File: config.mk
export PLATFORM = sky130hd
export DESIGN_NAME = base64_stream_decoder_core_flat
export DESIGN_NICKNAME = d
export VERILOG_FILES = /design/src/hw/rtl/b64d_pkg.sv /design/src/hw/rtl/b64d_in_if.sv /design/src/hw/rtl/b64d_out_if.sv /design/src/hw/rtl/base64_stream_decoder_core.sv /design/src/flat_wrapper.sv
export SDC_FILE = /design/constraint.sdc
export NUM_CORES = 1
export LEC_CHECK = 0
export BUFFER_PORTS_ARGS = -buffer_cell sky130_fd_sc_hd__buf_2
export CORE_ASPECT_RATIO = 0.9
export CORE_MARGIN = 5
export CORE_UTILIZATION = 30
export CTS_CLUSTER_SIZE = 16
export DETAILED_ROUTE_END_ITERATION = 6
export HOLD_SLACK_MARGIN = 0.12
export PLACE_DENSITY = 0.55
export SKIP_LAST_GASP = 1
export SYNTH_ARGS = -nofsm -noshare
export SYNTH_HDL_FRONTEND = slang
export SYNTH_SLANG_ARGS = --single-unit
File: constraint.sdc
create_clock -name i_clk -period 5.7 [get_ports i_clk]
set_input_delay 0.285 -clock i_clk [delete_from_list [all_inputs] [get_ports i_clk]]
set_output_delay 0.285 -clock i_clk [all_outputs]
set_load 0.01 [all_outputs]
File: src/hw/rtl/b64d_pkg.sv
// ----------------------------------------------------------------------------
// Base64 stream decoder package
// Shared types, status codes and the character map used by the decoder.
// ----------------------------------------------------------------------------
package b64d_pkg;

    // Status reported on the transaction that closes a string.
    typedef enum logic [1:0] {
        ST_OK       = 2'd0,
        ST_BAD_CHAR = 2'd1,
        ST_BAD_PAD  = 2'd2,
        ST_BAD_LEN  = 2'd3
    } t_status;

    // ASCII code of the padding character '='.
    localparam logic [7:0] PAD_CODE = 8'd61;

    // Offsets of the alphabet ranges inside the sextet space.
    localparam logic [5:0] LOWER_BASE = 6'd26;
    localparam logic [5:0] DIGIT_BASE = 6'd52;
    localparam logic [5:0] PLUS_VAL   = 6'd62;
    localparam logic [5:0] SLASH_VAL  = 6'd63;

    // Result of looking up one character in the base64 alphabet.
    typedef struct packed {
        logic       ok;
        logic [5:0] val;
    } t_map;

    // One group of results caused by a single input item.
    typedef struct packed {
        logic [2:0][7:0] data;       // bytes in output order, entry 0 first
        logic [1:0]      count;      // number of results, 1 to 3
        logic            byte_valid; // results carry decoded bytes
        logic            done;       // last result closes the string
        t_status         status;     // status on the closing result
    } t_run;

    // Maps an ASCII code to its sextet.
    function automatic t_map map_sextet(input logic [7:0] ch);
        t_map m;
        m.ok  = 1'b1;
        m.val = '0;
        priority if (ch >= 8'd65 && ch <= 8'd90) begin
            m.val = 6'(ch - 8'd65);
        end else if (ch >= 8'd97 && ch <= 8'd122) begin
            m.val = 6'(ch - 8'd97) + LOWER_BASE;
        end else if (ch >= 8'd48 && ch <= 8'd57) begin
            m.val = 6'(ch - 8'd48) + DIGIT_BASE;
        end else if (ch == 8'd43) begin
            m.val = PLUS_VAL;
        end else if (ch == 8'd47) begin
            m.val = SLASH_VAL;
        end else begin
            m.ok = 1'b0;
        end
        return m;
    endfunction

endpackage

File: src/hw/rtl/b64d_in_if.sv
// ----------------------------------------------------------------------------
// Base64 decoder input channel
// Valid/ready channel that carries one text character per transaction.
// ----------------------------------------------------------------------------
interface b64d_in_if;
    logic       valid;
    logic       ready;
    logic [7:0] char_code;
    logic       is_final;

    modport source (output valid, output char_code, output is_final, input ready);
    modport sink   (input valid, input char_code, input is_final, output ready);
endinterface

File: src/hw/rtl/b64d_out_if.sv
// ----------------------------------------------------------------------------
// Base64 decoder output channel
// Valid/ready channel that carries one decoded result per transaction.
// ----------------------------------------------------------------------------
interface b64d_out_if;
    logic       valid;
    logic       ready;
    logic [7:0] data_byte;
    logic       byte_valid;
    logic       run_end;
    logic       string_done;
    logic [1:0] status;

    modport source (
        output valid, output data_byte, output byte_valid, output run_end,
        output string_done, output status, input ready
    );
    modport sink (
        input valid, input data_byte, input byte_valid, input run_end,
        input string_done, input status, output ready
    );
endinterface

File: src/hw/rtl/base64_stream_decoder_core.sv
// Output: the results of a character are registered into the run queue and offered from its head.
// Throughput: one character per cycle while the two-entry result queue has room;
// a group end drains its up to three bytes at one result per cycle on the output port while it is ready.
// Reset: synchronous, active low; clears the group state, the latched error and the queue.
// ----------------------------------------------------------------------------
// Base64 stream decoder core
// Decodes base64 text one character per transaction into bytes and a final
// status per string.
// ----------------------------------------------------------------------------
module base64_stream_decoder_core (
    input  logic              i_clk,
    input  logic              i_rst_n,
    b64d_in_if.sink           i_in,
    b64d_out_if.source        o_out
);

    // ------------------------------------------------------------------------
    // Group state. The position counts characters within the current group of
    // four; the sextets of the first three characters wait here until the
    // fourth one arrives. The first error of a string is latched and blocks
    // further decoding, but the position keeps counting so that the length
    // check at the final character still works.
    // ------------------------------------------------------------------------
    logic [1:0]        r_pos,  n_pos;
    logic [5:0]        r_s0,   n_s0;
    logic [5:0]        r_s1,   n_s1;
    logic [5:0]        r_s2,   n_s2;
    logic              r_tpad, n_tpad;
    b64d_pkg::t_status r_err,  n_err;

    // ------------------------------------------------------------------------
    // Result queue. Every input transaction that causes results pushes one run
    // entry, holding all of its results; the output side walks through the
    // run one result per transaction with a sub index.
    // ------------------------------------------------------------------------
    b64d_pkg::t_run    r_run [2];
    logic              r_wr_ptr;
    logic              r_rd_ptr;
    logic [1:0]        r_count;
    logic [1:0]        r_sub;

    b64d_pkg::t_run    run;
    b64d_pkg::t_run    head;
    b64d_pkg::t_map    m;
    b64d_pkg::t_status fin_status;
    logic              pad;
    logic              push;
    logic              pop;
    logic              in_fire;
    logic              out_fire;
    logic              last_of_run;
    logic [1:0]        nbytes;

    assign in_fire  = i_in.valid && i_in.ready;
    assign out_fire = o_out.valid && o_out.ready;

    // The queue takes a new character whenever a run slot is free, so input
    // keeps flowing while a finished result waits at the output.
    assign i_in.ready = (r_count != 2'd2);

    // ------------------------------------------------------------------------
    // Per-character decode: alphabet lookup, padding rules and byte assembly.
    // ------------------------------------------------------------------------
    always_comb begin
        m      = b64d_pkg::map_sextet(i_in.char_code);
        pad    = (i_in.char_code == b64d_pkg::PAD_CODE);
        n_pos  = r_pos;
        n_s0   = r_s0;
        n_s1   = r_s1;
        n_s2   = r_s2;
        n_tpad = r_tpad;
        n_err  = r_err;
        nbytes = 2'd0;

        run.data[0]    = {r_s0, r_s1[5:4]};
        run.data[1]    = {r_s1[3:0], r_s2[5:2]};
        run.data[2]    = {r_s2[1:0], (pad ? 6'd0 : m.val)};
        run.count      = 2'd1;
        run.byte_valid = 1'b1;
        run.done       = 1'b0;
        run.status     = b64d_pkg::ST_OK;
        push           = 1'b0;
        fin_status     = b64d_pkg::ST_OK;

        if (r_err == b64d_pkg::ST_OK) begin
            unique case (r_pos)
                2'd0, 2'd1: begin
                    priority if (pad) begin
                        n_err = b64d_pkg::ST_BAD_PAD;
                    end else if (!m.ok) begin
                        n_err = b64d_pkg::ST_BAD_CHAR;
                    end else if (r_pos == 2'd0) begin
                        n_s0 = m.val;
                    end else begin
                        n_s1 = m.val;
                    end
                end
                2'd2: begin
                    priority if (pad) begin
                        n_tpad = 1'b1;
                        n_s2   = '0;
                    end else if (!m.ok) begin
                        n_err = b64d_pkg::ST_BAD_CHAR;
                    end else begin
                        n_tpad = 1'b0;
                        n_s2   = m.val;
                    end
                end
                default: begin
                    // Fourth character: a padded group is legal only at the
                    // end of the string, and a padded third needs a padded
                    // fourth.
                    priority if (!pad && !m.ok) begin
                        n_err = b64d_pkg::ST_BAD_CHAR;
                    end else if (r_tpad && !pad) begin
                        n_err = b64d_pkg::ST_BAD_PAD;
                    end else if ((r_tpad || pad) && !i_in.is_final) begin
                        n_err = b64d_pkg::ST_BAD_PAD;
                    end else if (r_tpad) begin
                        nbytes = 2'd1;
                    end else if (pad) begin
                        nbytes = 2'd2;
                    end else begin
                        nbytes = 2'd3;
                    end
                end
            endcase
        end

        if (i_in.is_final) begin
            // Length takes precedence over any other error.
            fin_status = (r_pos != 2'd3) ? b64d_pkg::ST_BAD_LEN : n_err;
            push       = 1'b1;
            run.done   = 1'b1;
            if (fin_status != b64d_pkg::ST_OK || nbytes == 2'd0) begin
                run.data       = '0;
                run.count      = 2'd1;
                run.byte_valid = 1'b0;
                run.status     = fin_status;
            end else begin
                run.count = nbytes;
            end
            // The string is closed: back to the reset state.
            n_pos  = 2'd0;
            n_s0   = '0;
            n_s1   = '0;
            n_s2   = '0;
            n_tpad = 1'b0;
            n_err  = b64d_pkg::ST_OK;
        end else begin
            push      = (nbytes != 2'd0);
            run.count = nbytes;
            n_pos     = r_pos + 2'd1;
            if (r_pos == 2'd3) begin
                n_tpad = 1'b0;
            end
        end
    end

    // ------------------------------------------------------------------------
    // Output side: the head run is presented one result at a time.
    // ------------------------------------------------------------------------
    always_comb begin
        head        = r_run[r_rd_ptr];
        last_of_run = (r_sub == head.count - 2'd1);
        pop         = out_fire && last_of_run;

        o_out.valid       = (r_count != 2'd0);
        o_out.data_byte   = head.byte_valid ? head.data[r_sub] : 8'd0;
        o_out.byte_valid  = head.byte_valid;
        o_out.run_end     = last_of_run;
        o_out.string_done = head.done && last_of_run;
        o_out.status      = (head.done && last_of_run) ? head.status : b64d_pkg::ST_OK;
    end

    // Run storage holds payload only and needs no reset.
    always_ff @(posedge i_clk) begin
        if (in_fire && push) begin
            r_run[r_wr_ptr] <= run;
        end
    end

    always_ff @(posedge i_clk) begin
        if (!i_rst_n) begin
            r_pos    <= 2'd0;
            r_s0     <= '0;
            r_s1     <= '0;
            r_s2     <= '0;
            r_tpad   <= 1'b0;
            r_err    <= b64d_pkg::ST_OK;
            r_wr_ptr <= 1'b0;
            r_rd_ptr <= 1'b0;
            r_count  <= 2'd0;
            r_sub    <= 2'd0;
        end else begin
            if (in_fire) begin
                r_pos  <= n_pos;
                r_s0   <= n_s0;
                r_s1   <= n_s1;
                r_s2   <= n_s2;
                r_tpad <= n_tpad;
                r_err  <= n_err;
                if (push) begin
                    r_wr_ptr <= ~r_wr_ptr;
                end
            end

            if (pop) begin
                r_rd_ptr <= ~r_rd_ptr;
                r_sub    <= 2'd0;
            end else if (out_fire) begin
                r_sub <= r_sub + 2'd1;
            end

            unique case ({in_fire && push, pop})
                2'b10:   r_count <= r_count + 2'd1;
                2'b01:   r_count <= r_count - 2'd1;
                default: r_count <= r_count;
            endcase
        end
    end

endmodule

File: src/flat_wrapper.sv
// flat-port wrapper written by rule: the top's interface ports become plain ports
module base64_stream_decoder_core_flat 
  (i_clk, i_rst_n, i_in_valid, i_in_char_code, i_in_is_final, i_in_ready, o_out_valid, o_out_data_byte, o_out_byte_valid, o_out_run_end, o_out_string_done, o_out_status, o_out_ready);
  b64d_in_if i_in_i ();
  b64d_out_if o_out_i ();
  input  logic i_clk;
  input  logic i_rst_n;
  input wire logic [$bits(i_in_i.valid)-1:0] i_in_valid;
  input wire logic [$bits(i_in_i.char_code)-1:0] i_in_char_code;
  input wire logic [$bits(i_in_i.is_final)-1:0] i_in_is_final;
  output wire logic [$bits(i_in_i.ready)-1:0] i_in_ready;
  output wire logic [$bits(o_out_i.valid)-1:0] o_out_valid;
  output wire logic [$bits(o_out_i.data_byte)-1:0] o_out_data_byte;
  output wire logic [$bits(o_out_i.byte_valid)-1:0] o_out_byte_valid;
  output wire logic [$bits(o_out_i.run_end)-1:0] o_out_run_end;
  output wire logic [$bits(o_out_i.string_done)-1:0] o_out_string_done;
  output wire logic [$bits(o_out_i.status)-1:0] o_out_status;
  input wire logic [$bits(o_out_i.ready)-1:0] o_out_ready;
  assign i_in_i.valid = i_in_valid;
  assign i_in_i.char_code = i_in_char_code;
  assign i_in_i.is_final = i_in_is_final;
  assign i_in_ready = i_in_i.ready;
  assign o_out_valid = o_out_i.valid;
  assign o_out_data_byte = o_out_i.data_byte;
  assign o_out_byte_valid = o_out_i.byte_valid;
  assign o_out_run_end = o_out_i.run_end;
  assign o_out_string_done = o_out_i.string_done;
  assign o_out_status = o_out_i.status;
  assign o_out_i.ready = o_out_ready;
  base64_stream_decoder_core u_core (.i_clk(i_clk), .i_rst_n(i_rst_n), .i_in(i_in_i), .o_out(o_out_i));
endmodule
# Yosys cells after proc, flatten, opt, wreduce, memory -nomap -nowiden
# Memory sizes are Yosys's and may differ from the RTL's. A register that Yosys moved wholly into a read port is not among the register bits.
# Cells that the tools add are included.
dict set report totals {
  ff_bits 29
  latch_bits 0
  ramBits 60
  mem_bits_ro 0
  out_inout_bits 15
  elab_cells 153
  mem_count 1
}
dict set report op_classes {
  n_addsub 10
  mul 0
  div_mod_pow 0
  order_cmp 7
  n_eq_ne 13
  shifts 0
  n_mux 69
  bitwise 3
  n_reduce_logical 40
}
# memory depth width rd rd_clocked_by_memory_dff wr line
set memory_table {}
lappend memory_table {u_core.r_run 2 30 1 1 1 base64_stream_decoder_core.sv:36} ;# b64d_pkg::t_run r_run [2];
# operator n
set op_table {}
lappend op_table {{6-bit 2-to-1 mux} 23}
lappend op_table {{24-bit 2-to-1 mux} 2}
lappend op_table {{2-bit 2-to-1 mux} 20}
lappend op_table {{8-bit by 6-bit equality test with 1-bit output, second input constant} 3}
lappend op_table {{1-bit 2-to-1 mux} 18}
lappend op_table {{2-bit nonzero test} 9}
lappend op_table {{8-bit binary-select mux with 2-bit select} 1}
lappend op_table {{8-bit by 7-bit >= comparator with 1-bit output, second input constant} 2}
lappend op_table {{8-bit by 7-bit less-or-equal comparator with 1-bit output, second input constant} 2}
lappend op_table {{8-bit 2-to-1 mux} 2}
lappend op_table {{6-bit AND reduction} 2}
lappend op_table {{6-bit subtractor, second input constant} 2}
lappend op_table {{1-bit logical AND} 11}
lappend op_table {{3-bit nonzero test} 3}
lappend op_table {{8-bit by 6-bit >= comparator with 1-bit output, second input constant} 1}
lappend op_table {{8-bit by 6-bit less-or-equal comparator with 1-bit output, second input constant} 1}
lappend op_table {{2-bit inequality test, second input constant} 4}
lappend op_table {{2-bit one-hot mux with 2 select lines} 2}
lappend op_table {{4-bit AND reduction} 2}
lappend op_table {{2-bit by 1-bit adder with 2-bit output, second input constant} 3}
lappend op_table {{6-bit by 5-bit adder with 6-bit output, second input constant} 1}
lappend op_table {{6-bit adder, second input constant} 1}
lappend op_table {{2-bit equality test, second input constant} 3}
lappend op_table {{2-bit zero test} 3}
lappend op_table {{other kinds (13)} 21}

# Longest topological paths before layout
dict set report depth {
  ltp_word 16
  ltp_mapped 13
  depth_no_buf 11
}

# Least setup slack after synthesis
# OpenSTA, ideal clock, no wires.
dict set report synth_path {
  path_type {in2reg}
  start {in i_in_char_code[3]}
  end {mem u_core.r_run[1][0] in the netlist's numbering, enable pin}
  setup_ps 428
  arrival_ps 3087
  path_slack_ps 2185
  stages 9
  n_path_buf 2
  cell_sequence {clkbuf_1 inv_1 ha_1 inv_1 o221ai_1 a31oi_1 buf_2 o41ai_1 a21oi_1}
}
dict set report synth_between {
  elab_chain_len 16
  elab_cells_between_ends 35
}
# item line
set synth_rtl {}
lappend synth_rtl {{start, declared} flat_wrapper.sv:9} ;# input wire logic [$bits(i_in_i.char_code)-1:0] i_in_char_code;
lappend synth_rtl {{parallel branches: the longest is 8 deep, another holds 8-bit by 6-bit >= comparator with 1-bit output} -}
lappend synth_rtl {{2-bit 2-to-1 mux *} base64_stream_decoder_core.sv:113} ;# priority if (!pad && !m.ok) begin
lappend synth_rtl {{2-bit 2-to-1 mux *} base64_stream_decoder_core.sv:86} ;# unique case (r_pos)
lappend synth_rtl {{2-bit 2-to-1 mux *} base64_stream_decoder_core.sv:85} ;# if (r_err == b64d_pkg::ST_OK) begin
lappend synth_rtl {{2-bit nonzero test *} base64_stream_decoder_core.sv:151} ;# push = (nbytes != 2'd0);
lappend synth_rtl {{1-bit 2-to-1 mux *} base64_stream_decoder_core.sv:130} ;# if (i_in.is_final) begin
lappend synth_rtl {{1-bit logical AND *} base64_stream_decoder_core.sv:178} ;# if (in_fire && push) begin
lappend synth_rtl {{1-bit 2-to-1 mux *} base64_stream_decoder_core.sv:178}
lappend synth_rtl {{1-bit 2-to-1 mux (implied by the code) *} base64_stream_decoder_core.sv:179} ;# r_run[r_wr_ptr] <= run;
lappend synth_rtl {{end, declared} base64_stream_decoder_core.sv:36}
# Every way passes the cells marked *.

# Worst setup path after layout
dict set report layout_path {
  start {in i_in_char_code[1]}
  end {reg u_core.r_count[1]}
}
dict set report layout_between {
  elab_chain_len 16
  elab_cells_between_ends 37
}
# item line
set layout_rtl {}
lappend layout_rtl {{parallel branches: the longest is 8 deep, another holds 8-bit by 6-bit >= comparator with 1-bit output} -}
lappend layout_rtl {{2-bit 2-to-1 mux *} base64_stream_decoder_core.sv:113}
lappend layout_rtl {{2-bit 2-to-1 mux *} base64_stream_decoder_core.sv:86}
lappend layout_rtl {{2-bit 2-to-1 mux *} base64_stream_decoder_core.sv:85}
lappend layout_rtl {{2-bit nonzero test *} base64_stream_decoder_core.sv:151}
lappend layout_rtl {{1-bit 2-to-1 mux *} base64_stream_decoder_core.sv:130}
lappend layout_rtl {{1-bit logical AND *} base64_stream_decoder_core.sv:215} ;# unique case ({in_fire && push, pop})
lappend layout_rtl {{2-bit by 1-bit equality test with 1-bit output or 2-bit equality test (tied branches)} base64_stream_decoder_core.sv:215}
lappend layout_rtl {{2-bit one-hot mux with 2 select lines or 2-bit nonzero test (tied branches)} -}
lappend layout_rtl {{end signal, assigned} base64_stream_decoder_core.sv:216} ;# 2'b10: r_count <= r_count + 2'd1;
lappend layout_rtl {{end signal, assigned} base64_stream_decoder_core.sv:217} ;# 2'b01: r_count <= r_count - 2'd1;
lappend layout_rtl {{end signal, assigned} base64_stream_decoder_core.sv:218} ;# default: r_count <= r_count;
lappend layout_rtl {{end, declared} base64_stream_decoder_core.sv:39} ;# logic [1:0] r_count;
# Marks and branches as above.
# A chain may end at the register's enable or synchronous reset.

==> impl_metrics.yaml <==
outcome:
  status: "finished, final reports clean"
route:
  ant_nets: 0
  wirelength_mm: 10.54
  drc: 0
  routed_via_density: 5.146
  drtPass1Iterations: 5
  drt_iter0_markers: 186
  wl_per_cell_um: 16.36
  route.vias.total: 3314
global_route:
  grt_use_total_pct: 11.86
  grt_pass1_vias: 3176
  antenna_found_initial: 0
  grt_overflow: 0
  grt_max_degree: 32
  grt_pass1_wl_mm: 17.02
sta:
  worst-slew-pin-transition_ns: 0.9025
  hold_violations: 0
  min_period_ns: 3.080
  setup-tns-final_ns: 0
  slew_violations: 0
  fin_skew_ns: 0.007107
  rsz0062_at_grt: "false"
  setup_viol: 0
  hold_ws_ns: 0.3243
  slew_headroom_pct: 39.83
  max_freq_ghz: 0.3247
  fin_crit_sh_pct: 54.03
synthesis:
  synth_most_common_cell: "edfxtp_1"
  dominantRegCellSynth: "edfxtp_1"
  synth_edf_count: 60
  synth_top_area_cell: "edfxtp_1"
  ys_ff_latch: 90
  ys_top_cells_by_area: "edfxtp_1 39%, dfxtp_1 13%, ha_1 4.0%"
  ys.warnings.count: 0
  netlist_area_mm2: 0.004663
  syn_area_per_cell_um2: 11.26
  ys_types: 70
  synth_cells: 414
  synth_top_cells_by_count: "60 x edfxtp_1, 35 x nor2_1, 34 x nand2_1, 30 x dfxtp_1, 26 x and2_1"
  yosysSeqAreaShare_pct: 51.52
  synth_top_area_share_pct: 38.64
  syn_nets: 442
  synth-async-reset-ratio_pct: 0
power:
  static-leakage-power_nw: 1.870
  cellPowerDensity_mw_per_mm2: 281.3
  ir_drop_v: 0.0001771
  p_total_mw: 1.488
place:
  placedCellCount: 628
  place_congestion: 0.8785
  portBuffers: 27
  hpwl_mm: 7.446
worst_setup_path:
  critPathKind: "primary input to register"
  worstPathRequired_ns: 5.96
  start_kind: "primary input"
  arrival_ns: 3.34
  worstSetupEndpointType: "register"
  worstPathMaxFanout: 11
die:
  die_w_um: 141.4
  dieArea_mm2: 0.01814
  rows: 43
  io_pins: 28
  die_y_um: 128.3
  core_area_mm2: 0.01533
  initial_utilization_pct: 30.41
clock_tree:
  cts_hold_buf: 0
  numCtsBuffers: 9
  clk-insertion-delay-late_ns: 0.34
  cts_resized: 0
  clk_pin_slew_ns: 0.06
  cts_tree: "done"
  clock-sinks: 90
  clock_path_buffers: 2
  root_buffer: "clkbuf_16"
  cts_setup_buffers: 0
  cts_max_level: 3
finish:
  drive_gt1_share_pct: 17.42
  final_nets: 465
  n_antenna_cell: 0
  syn_to_final_growth_pct: 13.39
  num-fill-cells: 1549
  final_core_util_pct: 34.48
  fin_cells: 644
run:
  maxCapViolCount: 0
min_path:
  hold_path_class: "primary input to register"
-- power breakdown --
| part | internal, mW | switching, mW |
|---|---|---|
| Sequential | 0.714 | 0.0103 |
| Clock | 0.343 | 0.251 |
| Combinational | 0.0646 | 0.105 |
| Total | 1.12 | 0.366 |
-- cells by family (layout without fill, tap and decap cells) --
group                      Yosys count  in the layout  synth area share, %
muxes                               31             31                9.042
and+or+nand+nor                    142            142                15.78
adders and majority gates           15             15                4.025
buffers and inverters               39             67                3.756
xor gates and xnor gates             9              9                1.690
DFF                                 90             90                51.52
AOI/OAI and AO/OA                   88             88                14.19
-- critical path, cell delays in order --
cell	delay (ns)
buf_2	0.20
inv_1	0.11
ha_1	0.29
o221ai_1	0.32
a31oi_1	0.37
or4_1	0.65
a21oi_1	0.29
ha_1	0.31
or3_1	0.34
a21boi_0	0.17
-- sequential cells by signal, summed over array words and instances, names as in the netlist, 2 cells and up, named ones only --
name,count
u_core.r_run,60
u_core.r_s0,6
u_core.r_s1,6
u_core.r_s2,6
u_core.r_count,2
u_core.r_err,2
u_core.r_pos,2
u_core.r_sub,2
-- routing by layer --
layer / wire length [um] / up-vias / GRT usage [%]
met1: 5203 / 1586 / 16.89
met5: 0 / - / 0
met2: 4551 / 120 / 17.79
met3: 654 / 15 / 3.357
met4: 126 / 0 / 3.047
li1: - / 1593 / -
-- metrics by stage --
step | area [um^2] | setup WS (ns)
after global routing | 5288 | 2.372
after floorplan | 4663 | 2.185
after CTS | 5288 | 2.624
final | 5288 | 2.620
after global placement | 4987 | 2.371
after detailed placement | 4987 | 2.275
-- placed cells by master, fill, tap and decap left out, types with 3 or more instances in the layout --
| cell type | instances |
|---|---|
| nand4_1 | 5 |
| ha_1 | 15 |
| xnor2_1 | 8 |
| edfxtp_1 | 60 |
| or3_1 | 3 |
| nor2_1 | 34 |
| o22ai_1 | 6 |
| mux2i_1 | 14 |
| o22a_1 | 3 |
| a22oi_1 | 8 |
| o31ai_1 | 3 |
| nor2b_1 | 6 |
| buf_2 | 27 |
| a31oi_1 | 6 |
| nor4_1 | 3 |
| mux2_2 | 9 |
| o21ai_0 | 7 |
| and2_1 | 26 |
| o41ai_1 | 4 |
| or4_1 | 3 |
| mux4_2 | 8 |
| o2111ai_1 | 4 |
| nand2_1 | 34 |
| dfxtp_1 | 30 |
| buf_4 | 4 |
| nand2b_1 | 3 |
| o311ai_0 | 3 |
| nand3_1 | 6 |
| clkbuf_16 | 9 |
| a211oi_1 | 3 |
| inv_1 | 19 |
| nor3_1 | 5 |
| a21oi_1 | 13 |
-- layout make-up --
type / count / area, um^2 / area share, %
multi-input combinational: 285 / 2092 / 39.56
clock buffer: 9 / 225.2 / 4.259
inverter: 20 / 75.07 / 1.420
timing repair buffer: 31 / 165.2 / 3.124
sequential: 90 / 2402 / 45.43
tap: 202 / 252.7 / 4.780
clock inverter: 7 / 75.07 / 1.420
-- path summary, 6_finish.rpt --
kind	start	endpoint	slack [ns]	depth (start not counted)
min reg2reg	u_core.r_s0[1]	u_core.r_s0[1]	0.46	2
max	i_in_char_code[1]	u_core.r_count[1]	2.62	10
max reg2reg	register	u_core.r_count[1]	2.98	8
min	i_in_is_final	u_core.r_run[0][2]	0.32	1
Power figures use the tool's default switching activity.
